`src/rtl/sas_pkg.sv`:
```
// Package for the sprite animation sequencer: field widths, action and register codes,
// and the frame-set descriptor type. No dependencies.
package sas_pkg;

  localparam int SET_DEPTH_DEF = 16;

  localparam int FRAME_W   = 8;
  localparam int WIDTH_W   = 16;
  localparam int MASK_W    = 24;
  localparam int TIME_W    = 32;
  localparam int TICK_W    = 16;
  localparam int DELAY_W   = 8;
  localparam int RSTD_W    = 16;
  localparam int SETIDX_W  = 4;
  localparam int NEXT_W    = 5;
  localparam int COUNT_W   = 5;

  localparam int IN_DATA_W  = 88;
  localparam int OUT_DATA_W = 64;

  localparam logic [1:0] ACT_TICK   = 2'd0;
  localparam logic [1:0] ACT_SELECT = 2'd1;
  localparam logic [1:0] ACT_WRITE  = 2'd2;

  localparam logic REG_FRAME_WIDTH = 1'b0;
  localparam logic REG_SET_COUNT   = 1'b1;

  typedef struct packed {
    logic [FRAME_W-1:0] start;
    logic [FRAME_W-1:0] stop;
    logic               split;
    logic [DELAY_W-1:0] delay;
    logic [RSTD_W-1:0]  hold_time;
    logic [NEXT_W-1:0]  next_set;
  } entry_t;

endpackage

```
`src/rtl/sprite_animation_sequencer_core.sv`:
```
// Sprite animation sequencer top level: control sequencer, descriptor memory,
// serial divider and serial multiplier. Depends on sas_pkg, sas_table, sas_div, sas_mul.
//
// Each request on the in_ channel carries an action in in_tuser: advance one tick,
// select a frame set, or write a descriptor. Every request yields exactly one result
// on the out_ channel with the shown frame, its pixel span in the sheet, the active
// set and the status flags. The cfg_ channel writes the frame width and the set count
// and is always ready; write it only while no request is in flight.
// One request is processed at a time. A tick that reaches the divider passes through
// one memory read, the bit-serial divider, an evaluation step, a multiplier start, the
// bit-serial multiplier and an output step. A tick that chains to the next set adds a
// second memory read; other requests skip the divider. The next request is accepted
// in the cycle after the result is loaded.
// The result sits in an output register, so in_tready returns high as soon as it is
// loaded even if the receiver stalls; a second result waits until the first is taken.
// A synchronous reset clears the sequencer state and the registers; descriptors are
// not cleared and must be written before a set that uses them is selected.
module sprite_animation_sequencer_core #(
  parameter int SET_DEPTH = sas_pkg::SET_DEPTH_DEF
) (
  input  logic                             clk,
  input  logic                             rst_n,
  // in_tdata from bit 0: now_time, set_index, entry_start, entry_end, entry_split,
  // entry_delay, entry restart hold time, entry_next_set, zero fill.
  input  logic                             in_tvalid,
  output logic                             in_tready,
  input  logic [sas_pkg::IN_DATA_W-1:0]    in_tdata,
  // in_tuser: action.
  input  logic [1:0]                       in_tuser,
  // out_tdata from bit 0: frame_now, mask_left, mask_right, set_now, frame_changed,
  // holding, running_ok, zero fill.
  output logic                             out_tvalid,
  input  logic                             out_tready,
  output logic [sas_pkg::OUT_DATA_W-1:0]   out_tdata,
  input  logic                             cfg_valid,
  output logic                             cfg_ready,
  input  logic                             cfg_index,
  input  logic [15:0]                      cfg_data
);

  localparam int IDX_W = (SET_DEPTH > 1) ? $clog2(SET_DEPTH) : 1;
  localparam int NF_W  = sas_pkg::TICK_W + 2;

  typedef enum logic [2:0] {
    S_IDLE, S_RD, S_DIV, S_EVAL, S_MST, S_MUL, S_OUT
  } state_t;

  state_t state_r;

  logic [sas_pkg::WIDTH_W-1:0]  frame_width_r;
  logic [sas_pkg::COUNT_W-1:0]  set_count_r;
  logic [sas_pkg::SETIDX_W-1:0] active_set_r;
  logic [sas_pkg::FRAME_W-1:0]  shown_r;
  logic [sas_pkg::TICK_W-1:0]   tick_r;
  logic                         hold_r;
  logic [sas_pkg::TIME_W-1:0]   release_r;
  logic                         valid_flag_r;
  logic                         changed_r;
  logic                         op_pick_r;
  logic [sas_pkg::SETIDX_W-1:0] pick_idx_r;
  logic [sas_pkg::TIME_W-1:0]   now_r;
  logic                         out_tvalid_r;
  logic [sas_pkg::OUT_DATA_W-1:0] out_tdata_r;

  logic                         in_acc;
  logic [sas_pkg::TIME_W-1:0]   in_now;
  logic [sas_pkg::SETIDX_W-1:0] in_idx;
  sas_pkg::entry_t              in_entry;
  logic                         idx_in_depth;
  logic                         idx_ok;
  logic                         next_ok;

  logic                         wr_en;
  logic                         rd_en;
  logic [IDX_W-1:0]             rd_addr;
  sas_pkg::entry_t              ent;

  logic                         still_set;
  logic                         held;
  logic [sas_pkg::TICK_W:0]     tick_sum;
  logic [sas_pkg::TICK_W-1:0]   tick_sat;
  logic [sas_pkg::DELAY_W-1:0]  divisor;
  logic                         div_start;
  logic                         div_done;
  logic [sas_pkg::TICK_W-1:0]   quotient;

  logic signed [NF_W-1:0]       nf_raw;
  logic signed [NF_W-1:0]       nf;
  logic signed [NF_W-1:0]       end_ext;
  logic                         over;

  logic                         mul_start;
  logic                         mul_done;
  logic [sas_pkg::MASK_W-1:0]   product;
  logic                         out_load;

  assign in_now          = in_tdata[31:0];
  assign in_idx          = in_tdata[35:32];
  assign in_entry.start  = in_tdata[43:36];
  assign in_entry.stop   = in_tdata[51:44];
  assign in_entry.split  = in_tdata[52];
  assign in_entry.delay  = in_tdata[60:53];
  assign in_entry.hold_time = in_tdata[76:61];
  assign in_entry.next_set  = in_tdata[81:77];

  assign in_tready = (state_r == S_IDLE);
  assign in_acc    = in_tvalid && in_tready;
  assign cfg_ready = 1'b1;

  assign idx_in_depth = ({28'd0, in_idx} < 32'(SET_DEPTH));
  assign idx_ok       = idx_in_depth && ({1'b0, in_idx} < set_count_r);
  assign next_ok      = !ent.next_set[4] && ({1'b0, ent.next_set[3:0]} < set_count_r) &&
                        ({28'd0, ent.next_set[3:0]} < 32'(SET_DEPTH));

  assign wr_en = in_acc && (in_tuser == sas_pkg::ACT_WRITE) && idx_in_depth;

  // Evaluation of the current tick from the descriptor held at the memory output.
  assign still_set = (ent.start == ent.stop) && ent.next_set[4];
  assign held      = hold_r && (release_r > now_r);
  assign tick_sum  = {1'b0, tick_r} + (ent.split ? 17'd2 : 17'd1);
  assign tick_sat  = tick_sum[sas_pkg::TICK_W] ? '1 : tick_sum[sas_pkg::TICK_W-1:0];
  assign divisor   = (ent.delay == '0) ? 8'd1 : ent.delay;
  assign div_start = (state_r == S_RD) && !op_pick_r && !still_set && !held;

  assign end_ext = NF_W'({10'd0, ent.stop});
  always_comb begin
    if (ent.start < ent.stop) begin
      nf_raw = NF_W'({10'd0, ent.start}) + NF_W'({2'd0, quotient});
    end else begin
      nf_raw = NF_W'({10'd0, ent.start}) - NF_W'({2'd0, quotient});
    end
    nf = (ent.split && nf_raw[0]) ? NF_W'(nf_raw - NF_W'(1)) : nf_raw;
    if (ent.start < ent.stop) begin
      over = (nf > end_ext);
    end else begin
      over = (nf < end_ext);
    end
  end

  always_comb begin
    rd_en   = 1'b0;
    rd_addr = IDX_W'(active_set_r);
    if (in_acc && (in_tuser == sas_pkg::ACT_SELECT) && idx_ok) begin
      rd_en   = 1'b1;
      rd_addr = IDX_W'(in_idx);
    end else if (in_acc && (in_tuser == sas_pkg::ACT_TICK) && valid_flag_r) begin
      rd_en   = 1'b1;
      rd_addr = IDX_W'(active_set_r);
    end else if ((state_r == S_EVAL) && over && hold_r && next_ok) begin
      rd_en   = 1'b1;
      rd_addr = IDX_W'(ent.next_set[3:0]);
    end
  end

  assign mul_start = (state_r == S_MST);
  assign out_load  = (state_r == S_OUT) && (!out_tvalid_r || out_tready);

  sas_table #(
    .SET_DEPTH (SET_DEPTH),
    .IDX_W     (IDX_W)
  ) u_table (
    .clk     (clk),
    .wr_en   (wr_en),
    .wr_addr (IDX_W'(in_idx)),
    .wr_data (in_entry),
    .rd_en   (rd_en),
    .rd_addr (rd_addr),
    .rd_data (ent)
  );

  sas_div u_div (
    .clk      (clk),
    .rst_n    (rst_n),
    .start    (div_start),
    .dividend (tick_sat),
    .divisor  (divisor),
    .done     (div_done),
    .quotient (quotient)
  );

  sas_mul u_mul (
    .clk     (clk),
    .rst_n   (rst_n),
    .start   (mul_start),
    .frame   (shown_r),
    .width   (frame_width_r),
    .done    (mul_done),
    .product (product)
  );

  always_ff @(posedge clk) begin
    if (!rst_n) begin
      frame_width_r <= '0;
      set_count_r   <= '0;
    end else if (cfg_valid && cfg_ready) begin
      case (cfg_index)
        sas_pkg::REG_FRAME_WIDTH: frame_width_r <= cfg_data;
        sas_pkg::REG_SET_COUNT:   set_count_r   <= cfg_data[sas_pkg::COUNT_W-1:0];
        default: ;
      endcase
    end
  end

  always_ff @(posedge clk) begin
    if (!rst_n) begin
      state_r      <= S_IDLE;
      active_set_r <= '0;
      shown_r      <= '0;
      tick_r       <= '0;
      hold_r       <= 1'b0;
      release_r    <= '0;
      valid_flag_r <= 1'b0;
      changed_r    <= 1'b0;
      op_pick_r    <= 1'b0;
      pick_idx_r   <= '0;
      out_tvalid_r <= 1'b0;
    end else begin
      if (out_load) begin
        out_tvalid_r <= 1'b1;
      end else if (out_tready) begin
        out_tvalid_r <= 1'b0;
      end
      case (state_r)
        S_IDLE: begin
          if (in_acc) begin
            changed_r  <= 1'b0;
            now_r      <= in_now;
            pick_idx_r <= in_idx;
            op_pick_r  <= (in_tuser == sas_pkg::ACT_SELECT);
            if ((in_tuser == sas_pkg::ACT_SELECT) && idx_ok) begin
              state_r <= S_RD;
            end else if ((in_tuser == sas_pkg::ACT_TICK) && valid_flag_r) begin
              state_r <= S_RD;
            end else begin
              state_r <= S_MST;
            end
          end
        end
        S_RD: begin
          if (op_pick_r) begin
            active_set_r <= pick_idx_r;
            tick_r       <= '0;
            release_r    <= '0;
            shown_r      <= ent.start;
            valid_flag_r <= 1'b1;
            changed_r    <= 1'b1;
            state_r      <= S_MST;
          end else if (still_set || held) begin
            state_r <= S_MST;
          end else begin
            tick_r  <= tick_sat;
            state_r <= S_DIV;
          end
        end
        S_DIV: begin
          if (div_done) begin
            state_r <= S_EVAL;
          end
        end
        S_EVAL: begin
          if (over) begin
            if (!hold_r) begin
              hold_r    <= 1'b1;
              release_r <= sas_pkg::TIME_W'(now_r + {16'd0, ent.hold_time});
              state_r   <= S_MST;
            end else begin
              hold_r <= 1'b0;
              if (next_ok) begin
                op_pick_r  <= 1'b1;
                pick_idx_r <= ent.next_set[3:0];
                state_r    <= S_RD;
              end else begin
                state_r <= S_MST;
              end
            end
          end else begin
            if (nf[sas_pkg::FRAME_W-1:0] != shown_r) begin
              shown_r   <= nf[sas_pkg::FRAME_W-1:0];
              changed_r <= 1'b1;
            end
            state_r <= S_MST;
          end
        end
        S_MST: begin
          state_r <= S_MUL;
        end
        S_MUL: begin
          if (mul_done) begin
            state_r <= S_OUT;
          end
        end
        S_OUT: begin
          if (out_load) begin
            state_r <= S_IDLE;
          end
        end
        default: state_r <= S_IDLE;
      endcase
    end
  end

  always_ff @(posedge clk) begin
    if (out_load) begin
      out_tdata_r <= {1'b0, valid_flag_r, hold_r, changed_r, active_set_r,
                      sas_pkg::MASK_W'(product + sas_pkg::MASK_W'(frame_width_r)),
                      product, shown_r};
    end
  end

  assign out_tvalid = out_tvalid_r;
  assign out_tdata  = out_tdata_r;

`ifndef ASSERT_OFF
  a_div_done_in_div: assert property (@(posedge clk) disable iff (!rst_n)
    div_done |-> state_r == S_DIV)
    else $error("divider finished outside the divide state");

  a_mul_done_in_mul: assert property (@(posedge clk) disable iff (!rst_n)
    mul_done |-> state_r == S_MUL)
    else $error("multiplier finished outside the multiply state");

  a_hold_from_eval: assert property (@(posedge clk) disable iff (!rst_n)
    $rose(hold_r) |-> $past(state_r) == S_EVAL)
    else $error("hold flag set outside tick evaluation");

  a_valid_from_pick: assert property (@(posedge clk) disable iff (!rst_n)
    $rose(valid_flag_r) |-> $past(state_r) == S_RD && $past(op_pick_r))
    else $error("running flag set without a set selection");

  a_result_frame: assert property (@(posedge clk) disable iff (!rst_n)
    out_load |=> out_tvalid_r && out_tdata_r[7:0] == shown_r)
    else $error("result frame does not match the shown frame");
`endif

endmodule

```
`src/rtl/sas_table.sv`:
```
// Frame-set descriptor memory: one write port, one read port with registered data.
// Depends on sas_pkg for the descriptor type.
module sas_table #(
  parameter int SET_DEPTH = sas_pkg::SET_DEPTH_DEF,
  parameter int IDX_W     = 4
) (
  input  logic            clk,
  input  logic            wr_en,
  input  logic [IDX_W-1:0] wr_addr,
  input  sas_pkg::entry_t wr_data,
  input  logic            rd_en,
  input  logic [IDX_W-1:0] rd_addr,
  output sas_pkg::entry_t rd_data
);

  sas_pkg::entry_t mem [SET_DEPTH];
  sas_pkg::entry_t rd_data_r;

  always_ff @(posedge clk) begin
    if (wr_en) begin
      mem[wr_addr] <= wr_data;
    end
  end

  always_ff @(posedge clk) begin
    if (rd_en) begin
      rd_data_r <= mem[rd_addr];
    end
  end

  assign rd_data = rd_data_r;

endmodule

```
`src/rtl/sas_div.sv`:
```
// Bit-serial restoring divider, one quotient bit per cycle.
// Depends on sas_pkg for the operand widths.
module sas_div (
  input  logic                         clk,
  input  logic                         rst_n,
  input  logic                         start,
  input  logic [sas_pkg::TICK_W-1:0]   dividend,
  input  logic [sas_pkg::DELAY_W-1:0]  divisor,
  output logic                         done,
  output logic [sas_pkg::TICK_W-1:0]   quotient
);

  localparam int DVD_W = sas_pkg::TICK_W;
  localparam int DVS_W = sas_pkg::DELAY_W;
  localparam int CNT_W = $clog2(DVD_W + 1);

  logic             busy_r;
  logic             done_r;
  logic [CNT_W-1:0] cnt_r;
  logic [DVS_W-1:0] rem_r;
  logic [DVS_W-1:0] dvs_r;
  logic [DVD_W-1:0] quo_r;
  logic [DVS_W:0]   trial;
  logic             fits;

  assign trial = {rem_r, quo_r[DVD_W-1]};
  assign fits  = (trial >= {1'b0, dvs_r});

  always_ff @(posedge clk) begin
    if (!rst_n) begin
      busy_r <= 1'b0;
      done_r <= 1'b0;
      cnt_r  <= '0;
    end else begin
      done_r <= 1'b0;
      if (start) begin
        busy_r <= 1'b1;
        cnt_r  <= CNT_W'(DVD_W);
      end else if (busy_r) begin
        cnt_r <= cnt_r - 1'b1;
        if (cnt_r == CNT_W'(1)) begin
          busy_r <= 1'b0;
          done_r <= 1'b1;
        end
      end
    end
  end

  always_ff @(posedge clk) begin
    if (start) begin
      quo_r <= dividend;
      rem_r <= '0;
      dvs_r <= divisor;
    end else if (busy_r) begin
      if (fits) begin
        rem_r <= DVS_W'(trial - {1'b0, dvs_r});
      end else begin
        rem_r <= trial[DVS_W-1:0];
      end
      quo_r <= {quo_r[DVD_W-2:0], fits};
    end
  end

  assign done     = done_r;
  assign quotient = quo_r;

endmodule

```
`src/rtl/sas_mul.sv`:
```
// Bit-serial shift-and-add multiplier for the sheet offset of the shown frame.
// Depends on sas_pkg for the operand and product widths.
module sas_mul (
  input  logic                        clk,
  input  logic                        rst_n,
  input  logic                        start,
  input  logic [sas_pkg::FRAME_W-1:0] frame,
  input  logic [sas_pkg::WIDTH_W-1:0] width,
  output logic                        done,
  output logic [sas_pkg::MASK_W-1:0]  product
);

  localparam int MLR_W = sas_pkg::FRAME_W;
  localparam int PRD_W = sas_pkg::MASK_W;
  localparam int CNT_W = $clog2(MLR_W + 1);

  logic             busy_r;
  logic             done_r;
  logic [CNT_W-1:0] cnt_r;
  logic [MLR_W-1:0] mlr_r;
  logic [PRD_W-1:0] acc_r;
  logic [PRD_W-1:0] addend;

  assign addend = mlr_r[MLR_W-1] ? PRD_W'(width) : '0;

  always_ff @(posedge clk) begin
    if (!rst_n) begin
      busy_r <= 1'b0;
      done_r <= 1'b0;
      cnt_r  <= '0;
    end else begin
      done_r <= 1'b0;
      if (start) begin
        busy_r <= 1'b1;
        cnt_r  <= CNT_W'(MLR_W);
      end else if (busy_r) begin
        cnt_r <= cnt_r - 1'b1;
        if (cnt_r == CNT_W'(1)) begin
          busy_r <= 1'b0;
          done_r <= 1'b1;
        end
      end
    end
  end

  always_ff @(posedge clk) begin
    if (start) begin
      mlr_r <= frame;
      acc_r <= '0;
    end else if (busy_r) begin
      mlr_r <= {mlr_r[MLR_W-2:0], 1'b0};
      acc_r <= PRD_W'({acc_r[PRD_W-2:0], 1'b0} + addend);
    end
  end

  assign done    = done_r;
  assign product = acc_r;

endmodule

```
`config.mk`:
```
export PLATFORM = sky130hd
export DESIGN_NAME = sprite_animation_sequencer_core
export DESIGN_NICKNAME = d
export VERILOG_FILES = /design/src/rtl/sas_pkg.sv /design/src/rtl/sprite_animation_sequencer_core.sv /design/src/rtl/sas_table.sv /design/src/rtl/sas_div.sv /design/src/rtl/sas_mul.sv
export SDC_FILE = /design/constraint.sdc
export NUM_CORES = 1
export LEC_CHECK = 0
export ABC_CLOCK_PERIOD_IN_PS = 8670
export BUFFER_PORTS_ARGS = -buffer_cell sky130_fd_sc_hd__buf_4
export CAP_MARGIN = 25
export CORE_ASPECT_RATIO = 0.5
export CORE_MARGIN = 3
export CORE_UTILIZATION = 35
export CTS_CLUSTER_SIZE = 20
export DETAILED_ROUTE_END_ITERATION = 7
export PLACE_DENSITY = 0.49
export SLEW_MARGIN = 20
export SYNTH_ARGS = -nofsm -noshare
export SYNTH_HDL_FRONTEND = slang
export SYNTH_SLANG_ARGS = --single-unit
```
`constraint.sdc`:
```
create_clock -name clk -period 8.67 [get_ports clk]
set_clock_uncertainty 0.2 [all_clocks]
set_input_delay 0.4335 -clock clk [delete_from_list [all_inputs] [get_ports clk]]
set_output_delay 0.4335 -clock clk [all_outputs]
set_load 0.02 [all_outputs]
```
==> impl_metrics.tcl, run 1 <==
set metrics [dict create \
    area_growth_pct 16.9 \
    cp-end-kind "flop" \
    yosysWarnings 0 \
    cts.sinks 1047 \
    viasPerCell 5.21 \
    io_pins 179 \
    p_total_mw 12.6 \
    synth_area_um2 46200 \
    setup_viol 0 \
    power_density_nw_per_um2 233 \
    seqCellArea_um2 30100 \
    multi_input_area_um2 15000 \
    slowest_delay_ns 0.78 \
    crit_slowest_cell "a2111oi_0" \
    arrival_ns 8.14 \
    die_w_um 520 \
    dp_hpwl_mm 68.8 \
    worstSkewPairLatency_ns 0.71 \
    gp_congestion 0.846 \
    drt_wl_total_mm 123 \
    start_kind "flop" \
    status "finished clean" \
    start_util_pct 35.6 \
    maxSlewHeadroom_pct 27.5 \
    numPortBuffers 170 \
    startpoint "u_table.rd_data[45]$_DFFE_PP_" \
    seq_area_frac_synth_pct 65.1 \
    fin_nets 3802 \
    power.internal_mw 9.11 \
    core_area_um2 130000 \
    synth-seq-cells 1047 \
    drv_cap 0 \
    rows 93 \
    post-route-min-period_ns 8.02 \
    r2r_slack_ns 0.65 \
    worst_slew_pin_slew_ns 1.09 \
    synth-main-ff-cell "edfxtp_1" \
    post-route-period-util_pct 92.5 \
    slew_violations 0 \
    syn_area_per_cell_um2 14.1 \
    grt_pass1_vias 28000 \
    drc 0 \
    drive_above_1_share_pct 18.8 \
    overflow 0 \
    track_usage_pct 17.6 \
    seq_power_share_pct 48.0 \
    timing.rr.start "u_table.rd_data[45]$_DFFE_PP_" \
    total_leakage_power_nw 18.7 \
    rsz0062_at_grt "no" \
    p_clk_share_pct 34.7 \
    die_height_um 263 \
    cts_root_buf "clkbuf_16" \
    path_clk_slew_ns 0.06 \
    grt_pass1_wl_mm 183 \
    cp.required_ns 8.79 \
    wl_per_cell_um 22.8 \
    syn-instance-count 3266 \
    cts_resized 0 \
    cts-htree-levels 3 \
    crit_type "reg -> reg" \
    setup.worst_path.end "u_table.rd_data[43]$_DFFE_PP_" \
    synth_edf_count 909 \
    critPathMaxFanout 46 \
    fill_cells 12000 \
    firstDrtPassIters 6 \
    clockBufferDepth 3 \
    post_cts_buffers 0 \
    tritoncts "done" \
    vias 28100 \
    setup_tns_ns 0 \
    power_switching_mw 3.49 \
    dp_slack_ns 0.860 \
    hp-class "reg -> reg" \
    fin_worst_hold_slack_ns 0.236 \
    hold_buffers 113 \
    hold_depth 0 \
    vdd_drop_max_mv 0.150 \
    synthArstFlopShare_pct 0 \
    hold_viol_final 0 \
    r2r_cells 22 \
    synth.distinct_cells 92 \
    setup_slack_ns 0.653 \
    power.share.combinational_pct 17.3 \
    syn-num-nets 3517 \
    grt_max_degree 80 \
    die_area_um2 137000 \
    antenna_found_initial 13 \
    path_cells "ha_1 -> a21oi_1 -> o21a_1 -> nand2_1 -> mux2_2 -> ha_1 -> nand3b_1 -> a21oi_1 -> nand4_1 -> xor2_1 -> inv_1 -> ha_1 -> a21o_1 -> a211o_1 -> a2111oi_0 -> o211ai_2 -> o211ai_4 -> mux2i_4 -> a211oi_4 -> buf_4 -> a22oi_1 -> nand4_1" \
    r2r-end "u_table.rd_data[43]$_DFFE_PP_" \
    drt_iter0_drc 2486 \
    critPathMostFrequentCell "ha_1" \
    switching_share_pct 27.7 \
    ant_nets 0 \
    max_freq_ghz 0.125 \
    cts_buffers 101 \
]
[cells in the final DEF, fill, tap and decap left out, types with 13 or more instances in the layout]
| cell | instances |
|---|---|
| nor2_4 | 13 |
| o21ai_0 | 85 |
| a22oi_1 | 188 |
| nand4_1 | 69 |
| o21a_1 | 28 |
| nor3_1 | 54 |
| nand2b_1 | 18 |
| and3_1 | 16 |
| xnor2_1 | 64 |
| a211oi_1 | 17 |
| inv_1 | 113 |
| nand3_1 | 51 |
| clkinv_2 | 16 |
| ha_1 | 132 |
| a21oi_1 | 141 |
| mux2i_1 | 20 |
| or3_1 | 17 |
| xor2_1 | 23 |
| edfxtp_1 | 909 |
| nor2_1 | 159 |
| nand2_1 | 169 |
| and2_1 | 27 |
| mux2_2 | 251 |
| a31oi_1 | 16 |
| clkbuf_1 | 25 |
| clkbuf_16 | 102 |
| mux2_1 | 123 |
| buf_4 | 212 |
| dfxtp_1 | 138 |
| dlygate4sd3_1 | 113 |
| o211ai_1 | 13 |
| nor2b_1 | 33 |
| nor3b_1 | 14 |
| clkinv_1 | 19 |
| a21o_1 | 34 |
[how the worst min path moves through the flow]
| stage | start | endpoint | slack [ns] |
|---|---|---|---|
| 6_report | hold_r$_SDFFE_PN0P_ | out_tdata[61]$_DFFE_PP_ | 0.24 |
| 5_1_grt | in_tdata[26] | now_r[26]$_DFFE_PP_ | 0.20 |
| 4_1_cts | in_tdata[12] | now_r[12]$_DFFE_PP_ | 0.18 |
| 3_5_place_dp | hold_r$_SDFFE_PN0P_ | out_tdata[61]$_DFFE_PP_ | 0.22 |
| 3_3_place_gp | hold_r$_SDFFE_PN0P_ | out_tdata[61]$_DFFE_PP_ | 0.22 |
| 2_1_floorplan | u_mul.product[17]$_SDFFE_PP0P_ | out_tdata[25]$_DFFE_PP_ | 0.21 |
[power by group through the flow]
stage	Combinational (mW)	Clock, mW	Sequential (mW)
2_1_floorplan	1.54	0	6.07
3_3_place_gp	2.11	0	6.16
4_1_cts	2.20	4.50	6.05
6_report	2.18	4.37	6.05
5_1_grt	2.44	4.71	6.09
3_5_place_dp	2.14	0	6.16
[synthesized netlist by cell type, drive strengths merged, types with 33 or more instances]
cell type	count	area (um2)
edfxtp	909	27300
mux2	375	4230
a22oi	198	1540
nor2	173	649
nand2	169	634
a21oi	143	727
dfxtp	138	2760
ha	132	1650
inv	114	428
o21ai	93	469
buf	85	549
clkbuf	73	278
nand4	69	432
xnor2	64	561
nor3	60	305
nand3	51	255
a21o	34	255
nor2b	33	206
[stage by stage]
| stage | util, % | area (um2) | std cells |
|---|---|---|---|
| 5_1_grt | 41.6 | 54000 | 5394 |
| 2_1_floorplan | - | 46200 | 3266 |
| 3_5_place_dp | 38.2 | 49600 | 5090 |
| 6_report | 41.6 | 54000 | 5398 |
| 4_1_cts | 41.5 | 54000 | 5389 |
| 3_3_place_gp | 38.1 | 49500 | 5087 |
[area by class of cell]
type,count,share of cell area (%)
antenna,7,0.0324
multi-input combinational,1946,27.8
clock buffer,136,5.13
sequential,1047,55.6
clock inverter,50,0.889
timing repair buffer,340,5.63
inverter,115,0.799
tap,1757,4.07
[logic make-up (layout without fill, tap and decap cells)]
kind of cell               count (synthesis)  in the layout  share of synthesized area [%]
buffers and inverters                    273            641                           2.72
muxes                                    396            396                           9.63
other                                      2              9                         0.0163
adders and majority gates                139            139                           3.88
AOI/OAI and AO/OA                        632            632                           9.65
xor gates and xnor gates                  87             87                           1.65
and+or+nand+nor                          690            690                           7.39
DFF                                     1047           1047                           65.1
[sequential cells by signal, summed over array words and instances, names as in the netlist, 3 cells and up]
name	count
u_table.mem	736
out_tdata	63
u_table.rd_data	46
now_r	32
release_r	32
u_mul.product	24
frame_width_r	16
tick_r	16
u_div.quotient	16
shown_r	8
u_div.dvs_r	8
u_div.rem_r	8
u_mul.mlr_r	8
set_count_r	5
u_div.cnt_r	5
active_set_r	4
pick_idx_r	4
u_mul.cnt_r	4
state_r	3
[worst max-delay path, delay by kind of cell, from the launching register on]
family	cells	cell delay [ns]
compound gates	10	3.12
mux	2	1.01
simple gates	4	1.00
fa+ha+maj	3	0.81
buf+inv	2	0.54
flops	1	0.51
xor+xnor	1	0.39
[per-layer routing]
layer | global-route usage [%] | wire [um] | vias to the layer above
met5 | 0 | 10 | -
met2 | 27.0 | 54600 | 645
met1 | 26.0 | 59800 | 14200
li1 | - | - | 13100
met4 | 4.14 | 2340 | 2
met3 | 3.08 | 6290 | 142
Power figures use the tool's default switching activity.
==> run 2: changes to the inputs <==
--- a/config.mk
+++ b/config.mk
@@ -8,7 +8,6 @@
 export ABC_CLOCK_PERIOD_IN_PS = 8670
 export BUFFER_PORTS_ARGS = -buffer_cell sky130_fd_sc_hd__buf_4
 export CAP_MARGIN = 25
-export CORE_ASPECT_RATIO = 0.5
 export CORE_MARGIN = 3
 export CORE_UTILIZATION = 35
 export CTS_CLUSTER_SIZE = 20
==> impl_metrics.tcl, run 2 (synthesis gave the netlist of run 1 again) <==
set metrics [dict create \
    status "finished clean" \
    gp_congestion 0.801 \
    drt_wl_total_mm 120 \
    maxSlewHeadroom_pct 28.4 \
    cts.sinks 1047 \
    worst_slew_pin_slew_ns 1.07 \
    ant_nets 0 \
    r2r_slack_ns 0.93 \
    post_cts_buffers 0 \
    vias 27500 \
    track_usage_pct 17.4 \
    start_kind "flop" \
    grt_pass1_vias 27700 \
    grt_max_degree 83 \
    rows 132 \
    die_w_um 369 \
    slew_violations 0 \
    power_density_nw_per_um2 236 \
    clockBufferDepth 3 \
    cp-end-kind "flop" \
    fin_worst_hold_slack_ns 0.232 \
    p_clk_share_pct 36.2 \
    grt_pass1_wl_mm 178 \
    crit_type "reg -> reg" \
    power.internal_mw 9.34 \
    dp_hpwl_mm 68.7 \
    cp.required_ns 9.01 \
    setup_viol 0 \
    tritoncts "done" \
    drc 0 \
    area_growth_pct 17.5 \
    overflow 0 \
    io_pins 179 \
    layout_common_cells "909 x edfxtp_1, 251 x mux2_2, 223 x buf_4, 188 x a22oi_1, 169 x nand2_1" \
    firstDrtPassIters 5 \
    r2r-end "u_table.rd_data[45]$_DFFE_PP_" \
    cts_buffers 113 \
    drv_cap 0 \
    min_from "in_tdata[26]" \
    hold_viol_final 0 \
    grt.met3_usage_pct 2.67 \
    viasPerCell 5.10 \
    critPathMaxFanout 17 \
    hp-class "in -> reg" \
    drt_iter0_drc 2076 \
    final_common_cell "edfxtp_1" \
    power_switching_mw 3.45 \
    setup.worst_path.end "u_table.rd_data[45]$_DFFE_PP_" \
    grt_use_met2_pct 28.2 \
    post-route-min-period_ns 7.74 \
    core_area_um2 130000 \
    timing.rr.start "u_table.rd_data[33]$_DFFE_PP_" \
    power.share.combinational_pct 16.4 \
    placed_area_um2 49500 \
    total_leakage_power_nw 18.9 \
    antenna_found_initial 11 \
    rsz0062_at_grt "no" \
    switching_share_pct 26.9 \
    cts_root_buf "clkbuf_16" \
    top_register "u_table.mem" \
    worstSkewPairLatency_ns 0.74 \
    start_util_pct 35.5 \
    drive_above_1_share_pct 19.0 \
    vdd_drop_max_mv 0.166 \
    largest_reg_flops 736 \
    seq_power_share_pct 47.4 \
    startpoint "u_table.rd_data[33]$_DFFE_PP_" \
    path_clk_slew_ns 0.06 \
    post-route-period-util_pct 89.3 \
    die_area_um2 136000 \
    die_height_um 369 \
    busiest_layer "met2" \
    cts-htree-levels 3 \
    arrival_ns 8.08 \
    fin_nets 3818 \
    r2r_cells 24 \
    grtUsageMet1_pct 24.3 \
    cts_resized 0 \
    final_cell_area_um2 54300 \
    numPortBuffers 170 \
    wl_per_cell_um 22.2 \
    max_freq_ghz 0.129 \
    setup_tns_ns 0 \
]
==> run 2: cell types whose count changed in the layout (fill, tap and decap cells not counted), sizes merged <==
cell,before,now
clkbuf,136,153
diode,7,3
clkinvlp,2,0
buf,227,236
inv,119,118
clkinv,38,42
dlygate4sd3,113,108
==> run 2: worst min-delay path by stage <==
stage	endpoint	depth (start not counted)
4_1_cts	now_r[28]$_DFFE_PP_	2
6_report	now_r[26]$_DFFE_PP_	2
3_5_place_dp	out_tdata[61]$_DFFE_PP_	0
2_1_floorplan	out_tdata[25]$_DFFE_PP_	0
5_1_grt	now_r[24]$_DFFE_PP_	2
3_3_place_gp	out_tdata[61]$_DFFE_PP_	0
==> run 2: worst max-delay path, stage by stage, from the launching register on <==
cell	delay (ns)
edfxtp_1	0.49
inv_1	0.18
ha_1	0.27
a21oi_1	0.28
a21o_1	0.35
nand2_1	0.27
mux2_2	0.35
ha_1	0.26
mux2_2	0.30
inv_1	0.07
ha_1	0.22
nor2b_1	0.13
o21a_1	0.16
o21a_1	0.17
o21ai_0	0.20
a21oi_1	0.13
a211o_1	0.28
a2111oi_0	0.63
o211ai_2	0.26
o211ai_4	0.25
mux2i_4	0.68
a2bb2oi_4	0.51
buf_4	0.45
a22oi_1	0.17
nand4_1	0.23
==> run 2: layer usage <==
layer,vias to the layer above,wire (um)
met1,13700,56000
met4,12,2030
li1,13100,-
met5,-,76
met2,589,56000
met3,138,5600
==> run 2: through the flow <==
step	power (mW)	util [%]	instances	worst slack, ns
6_report	12.8	41.7	5401	0.928
5_1_grt	13.4	41.7	5399	0.617
4_1_cts	12.9	41.6	5393	0.918
3_5_place_dp	8.24	38.0	5081	0.952
3_3_place_gp	8.23	38.0	5081	0.974
2_1_floorplan	7.60	-	3266	1.80
==> run 2: cell type report <==
cell class                 count  area (um2)
multi-input combinational   1946       15000
tap                         1742        2180
clock buffer                 153        3080
clock inverter                51         484
antenna                        3        7.51
fill                       12000       76000
sequential                  1047       30100
inverter                     115         433
timing repair buffer         344        3030
==> run 2: power by group through the flow <==
stage | logic (mW) | registers (mW) | clock network [mW]
after floorplan | 1.54 | 6.07 | 0
after global placement | 2.06 | 6.16 | 0
after detailed placement | 2.07 | 6.17 | 0
after CTS | 2.12 | 6.06 | 4.77
after global routing | 2.37 | 6.10 | 4.97
final | 2.10 | 6.06 | 4.63
==> run 2: repair_timing <==
| item | CTS | global route |
|---|---|---|
| hold buffers | 108 | 0 |
| endpoints found under the hold margin | 819 | 0 |
| endpoints found under the setup margin | 0 | 0 |
==> run 3: changes to the inputs <==
--- a/config.mk
+++ b/config.mk
@@ -6,7 +6,7 @@
 export NUM_CORES = 1
 export LEC_CHECK = 0
 export ABC_CLOCK_PERIOD_IN_PS = 8670
-export BUFFER_PORTS_ARGS = -buffer_cell sky130_fd_sc_hd__buf_4
+export BUFFER_PORTS_ARGS = -buffer_cell sky130_fd_sc_hd__buf_2
 export CAP_MARGIN = 25
 export CORE_MARGIN = 3
 export CORE_UTILIZATION = 35
==> impl_metrics.tcl, run 3 (synthesis gave the netlist of run 1 again) <==
set metrics [dict create \
    critPathMaxFanout 14 \
    grt_pass1_wl_mm 179 \
    arrival_ns 8.16 \
    dp_slack_ns 0.990 \
    dp_hpwl_mm 70.0 \
    cp_top_family "compound AO/OA/AOI/OAI gates" \
    numPortBuffers 170 \
    drc 0 \
    max_freq_ghz 0.129 \
    seqCellArea_um2 30100 \
    clockBufferDepth 3 \
    hold_viol_final 0 \
    track_usage_pct 17.5 \
    worstSkewPairLatency_ns 0.75 \
    path_buf_inv 3 \
    setup_viol 0 \
    io_pins 179 \
    layout.cells.non_filler 5413 \
    drt_iter0_drc 2221 \
    cts.sinks 1047 \
    path_clk_slew_ns 0.06 \
    total_leakage_power_nw 18.7 \
    post-route-period-util_pct 89.6 \
    status "finished clean" \
    layout_common_cells "909 x edfxtp_1, 251 x mux2_2, 188 x a22oi_1, 170 x buf_2, 169 x nand2_1" \
    grt_max_degree 79 \
    wl_per_cell_um 22.4 \
    overflow 0 \
    vias 27700 \
    placed_area_um2 49200 \
    worst_slew_pin_slew_ns 1.08 \
    antenna_found_initial 9 \
    final_util_pct 41.4 \
    slew_violations 0 \
    rows 132 \
    maxSlewHeadroom_pct 28.3 \
    fin_nets 3820 \
    gp_congestion 0.788 \
    setup_slack_ns 0.906 \
    top_register "u_table.mem" \
    slowest_delay_ns 0.82 \
    setup_tns_ns 0 \
    cts-htree-levels 3 \
    cp-end-kind "flop" \
    grt_pass1_vias 27400 \
    start_kind "flop" \
    ant_nets 0 \
    drt_wl_total_mm 121 \
    firstDrtPassIters 6 \
    final_cell_area_um2 53900 \
    cts_buffers 113 \
    vdd_drop_max_mv 0.171 \
    crit_type "reg -> reg" \
    viasPerCell 5.11 \
    cts_root_buf "clkbuf_16" \
    drv_cap 0 \
    cts_resized 0 \
    fill_cells 12000 \
    power_density_nw_per_um2 237 \
    rsz0062_at_grt "no" \
    final_common_cell "edfxtp_1" \
    critPathMostFrequentCell "ha_1" \
    crit_slowest_cell "a2bb2oi_4" \
    tritoncts "done" \
    multi_input_area_um2 15000 \
    die_w_um 369 \
    largest_reg_flops 736 \
    area_growth_pct 16.7 \
    post-route-min-period_ns 7.76 \
    die_height_um 369 \
    dp.cells 5089 \
    path_cells "inv_1 -> ha_1 -> a21oi_1 -> a21o_1 -> nand2_1 -> mux2_2 -> ha_1 -> mux2_2 -> inv_1 -> ha_1 -> nor2b_1 -> o21a_1 -> o21a_1 -> o21ai_0 -> a21oi_1 -> a211o_1 -> a2111oi_0 -> o211ai_2 -> o211ai_4 -> mux2i_4 -> a2bb2oi_4 -> buf_4 -> a22oi_1 -> nand4_1" \
    start_util_pct 35.5 \
    core_area_um2 130000 \
    cp.required_ns 9.06 \
    hp-class "in -> reg" \
    die_area_um2 136000 \
    drive_above_1_share_pct 19.0 \
]
-- run 3: cell count changes in the layout (fill, tap and decap cells not counted), moves of 2 or more --
cell | previous run | this run
clkbuf_8 | 8 | 5
clkbuf_1 | 31 | 38
buf_2 | 0 | 170
buf_4 | 223 | 57
diode_2 | 3 | 8
clkinv_2 | 12 | 10
-- run 3: through the flow --
stage	power [mW]	hold slack, ns
2_1_floorplan	7.60	0.206
5_1_grt	13.4	0.162
6_report	12.8	0.195
4_1_cts	13.0	0.128
3_3_place_gp	8.20	0.215
3_5_place_dp	8.21	0.219
-- run 3: worst paths after layout --
kind                                       end                     startpoint  cells past startpoint  slack, ns
hold / removal              now_r[7]$_DFFE_PP_                    in_tdata[7]                      2       0.19
hold reg to reg        out_tdata[61]$_DFFE_PP_            hold_r$_SDFFE_PN0P_                      0       0.23
setup / recovery  u_table.rd_data[7]$_DFFE_PP_  u_table.rd_data[33]$_DFFE_PP_                     24       0.91
setup reg to reg  u_table.rd_data[7]$_DFFE_PP_  u_table.rd_data[33]$_DFFE_PP_                     24       0.91
-- run 3: layout make-up --
type	count	area share (%)
flip-flops and latches	1047	55.8
multi-input cells	1946	27.9
clock buffers	157	5.69
repair buffers	346	4.82
well taps	1742	4.04
clock inverters	52	0.959
inverters	115	0.803
diodes	8	0.0371
-- run 3: power by group --
group          switching [mW]  internal [mW]
logic                    1.23          0.845
clock network            1.98           2.67
registers               0.250           5.81
total                    3.46           9.33
-- run 3: metal layers --
| layer | track usage [%] | wire length, um | up-vias | part of all wire [%] |
|---|---|---|---|---|
| met5 | 0 | 13 | - | 0.011 |
| met4 | 4.53 | 2890 | 2 | 2.4 |
| met3 | 3.37 | 6180 | 168 | 5.1 |
| met2 | 27.5 | 55000 | 582 | 45 |
| met1 | 24.9 | 57100 | 13800 | 47 |
| li1 | - | - | 13100 | - |
-- run 3: timing repair --
| item | 4_1_cts | 5_1_grt |
|---|---|---|
| endpoints found under the hold margin | 801 | 0 |
| buffers inserted | 0 | 0 |
| hold buffers | 107 | 0 |
| endpoints found under the setup margin | 0 | 0 |
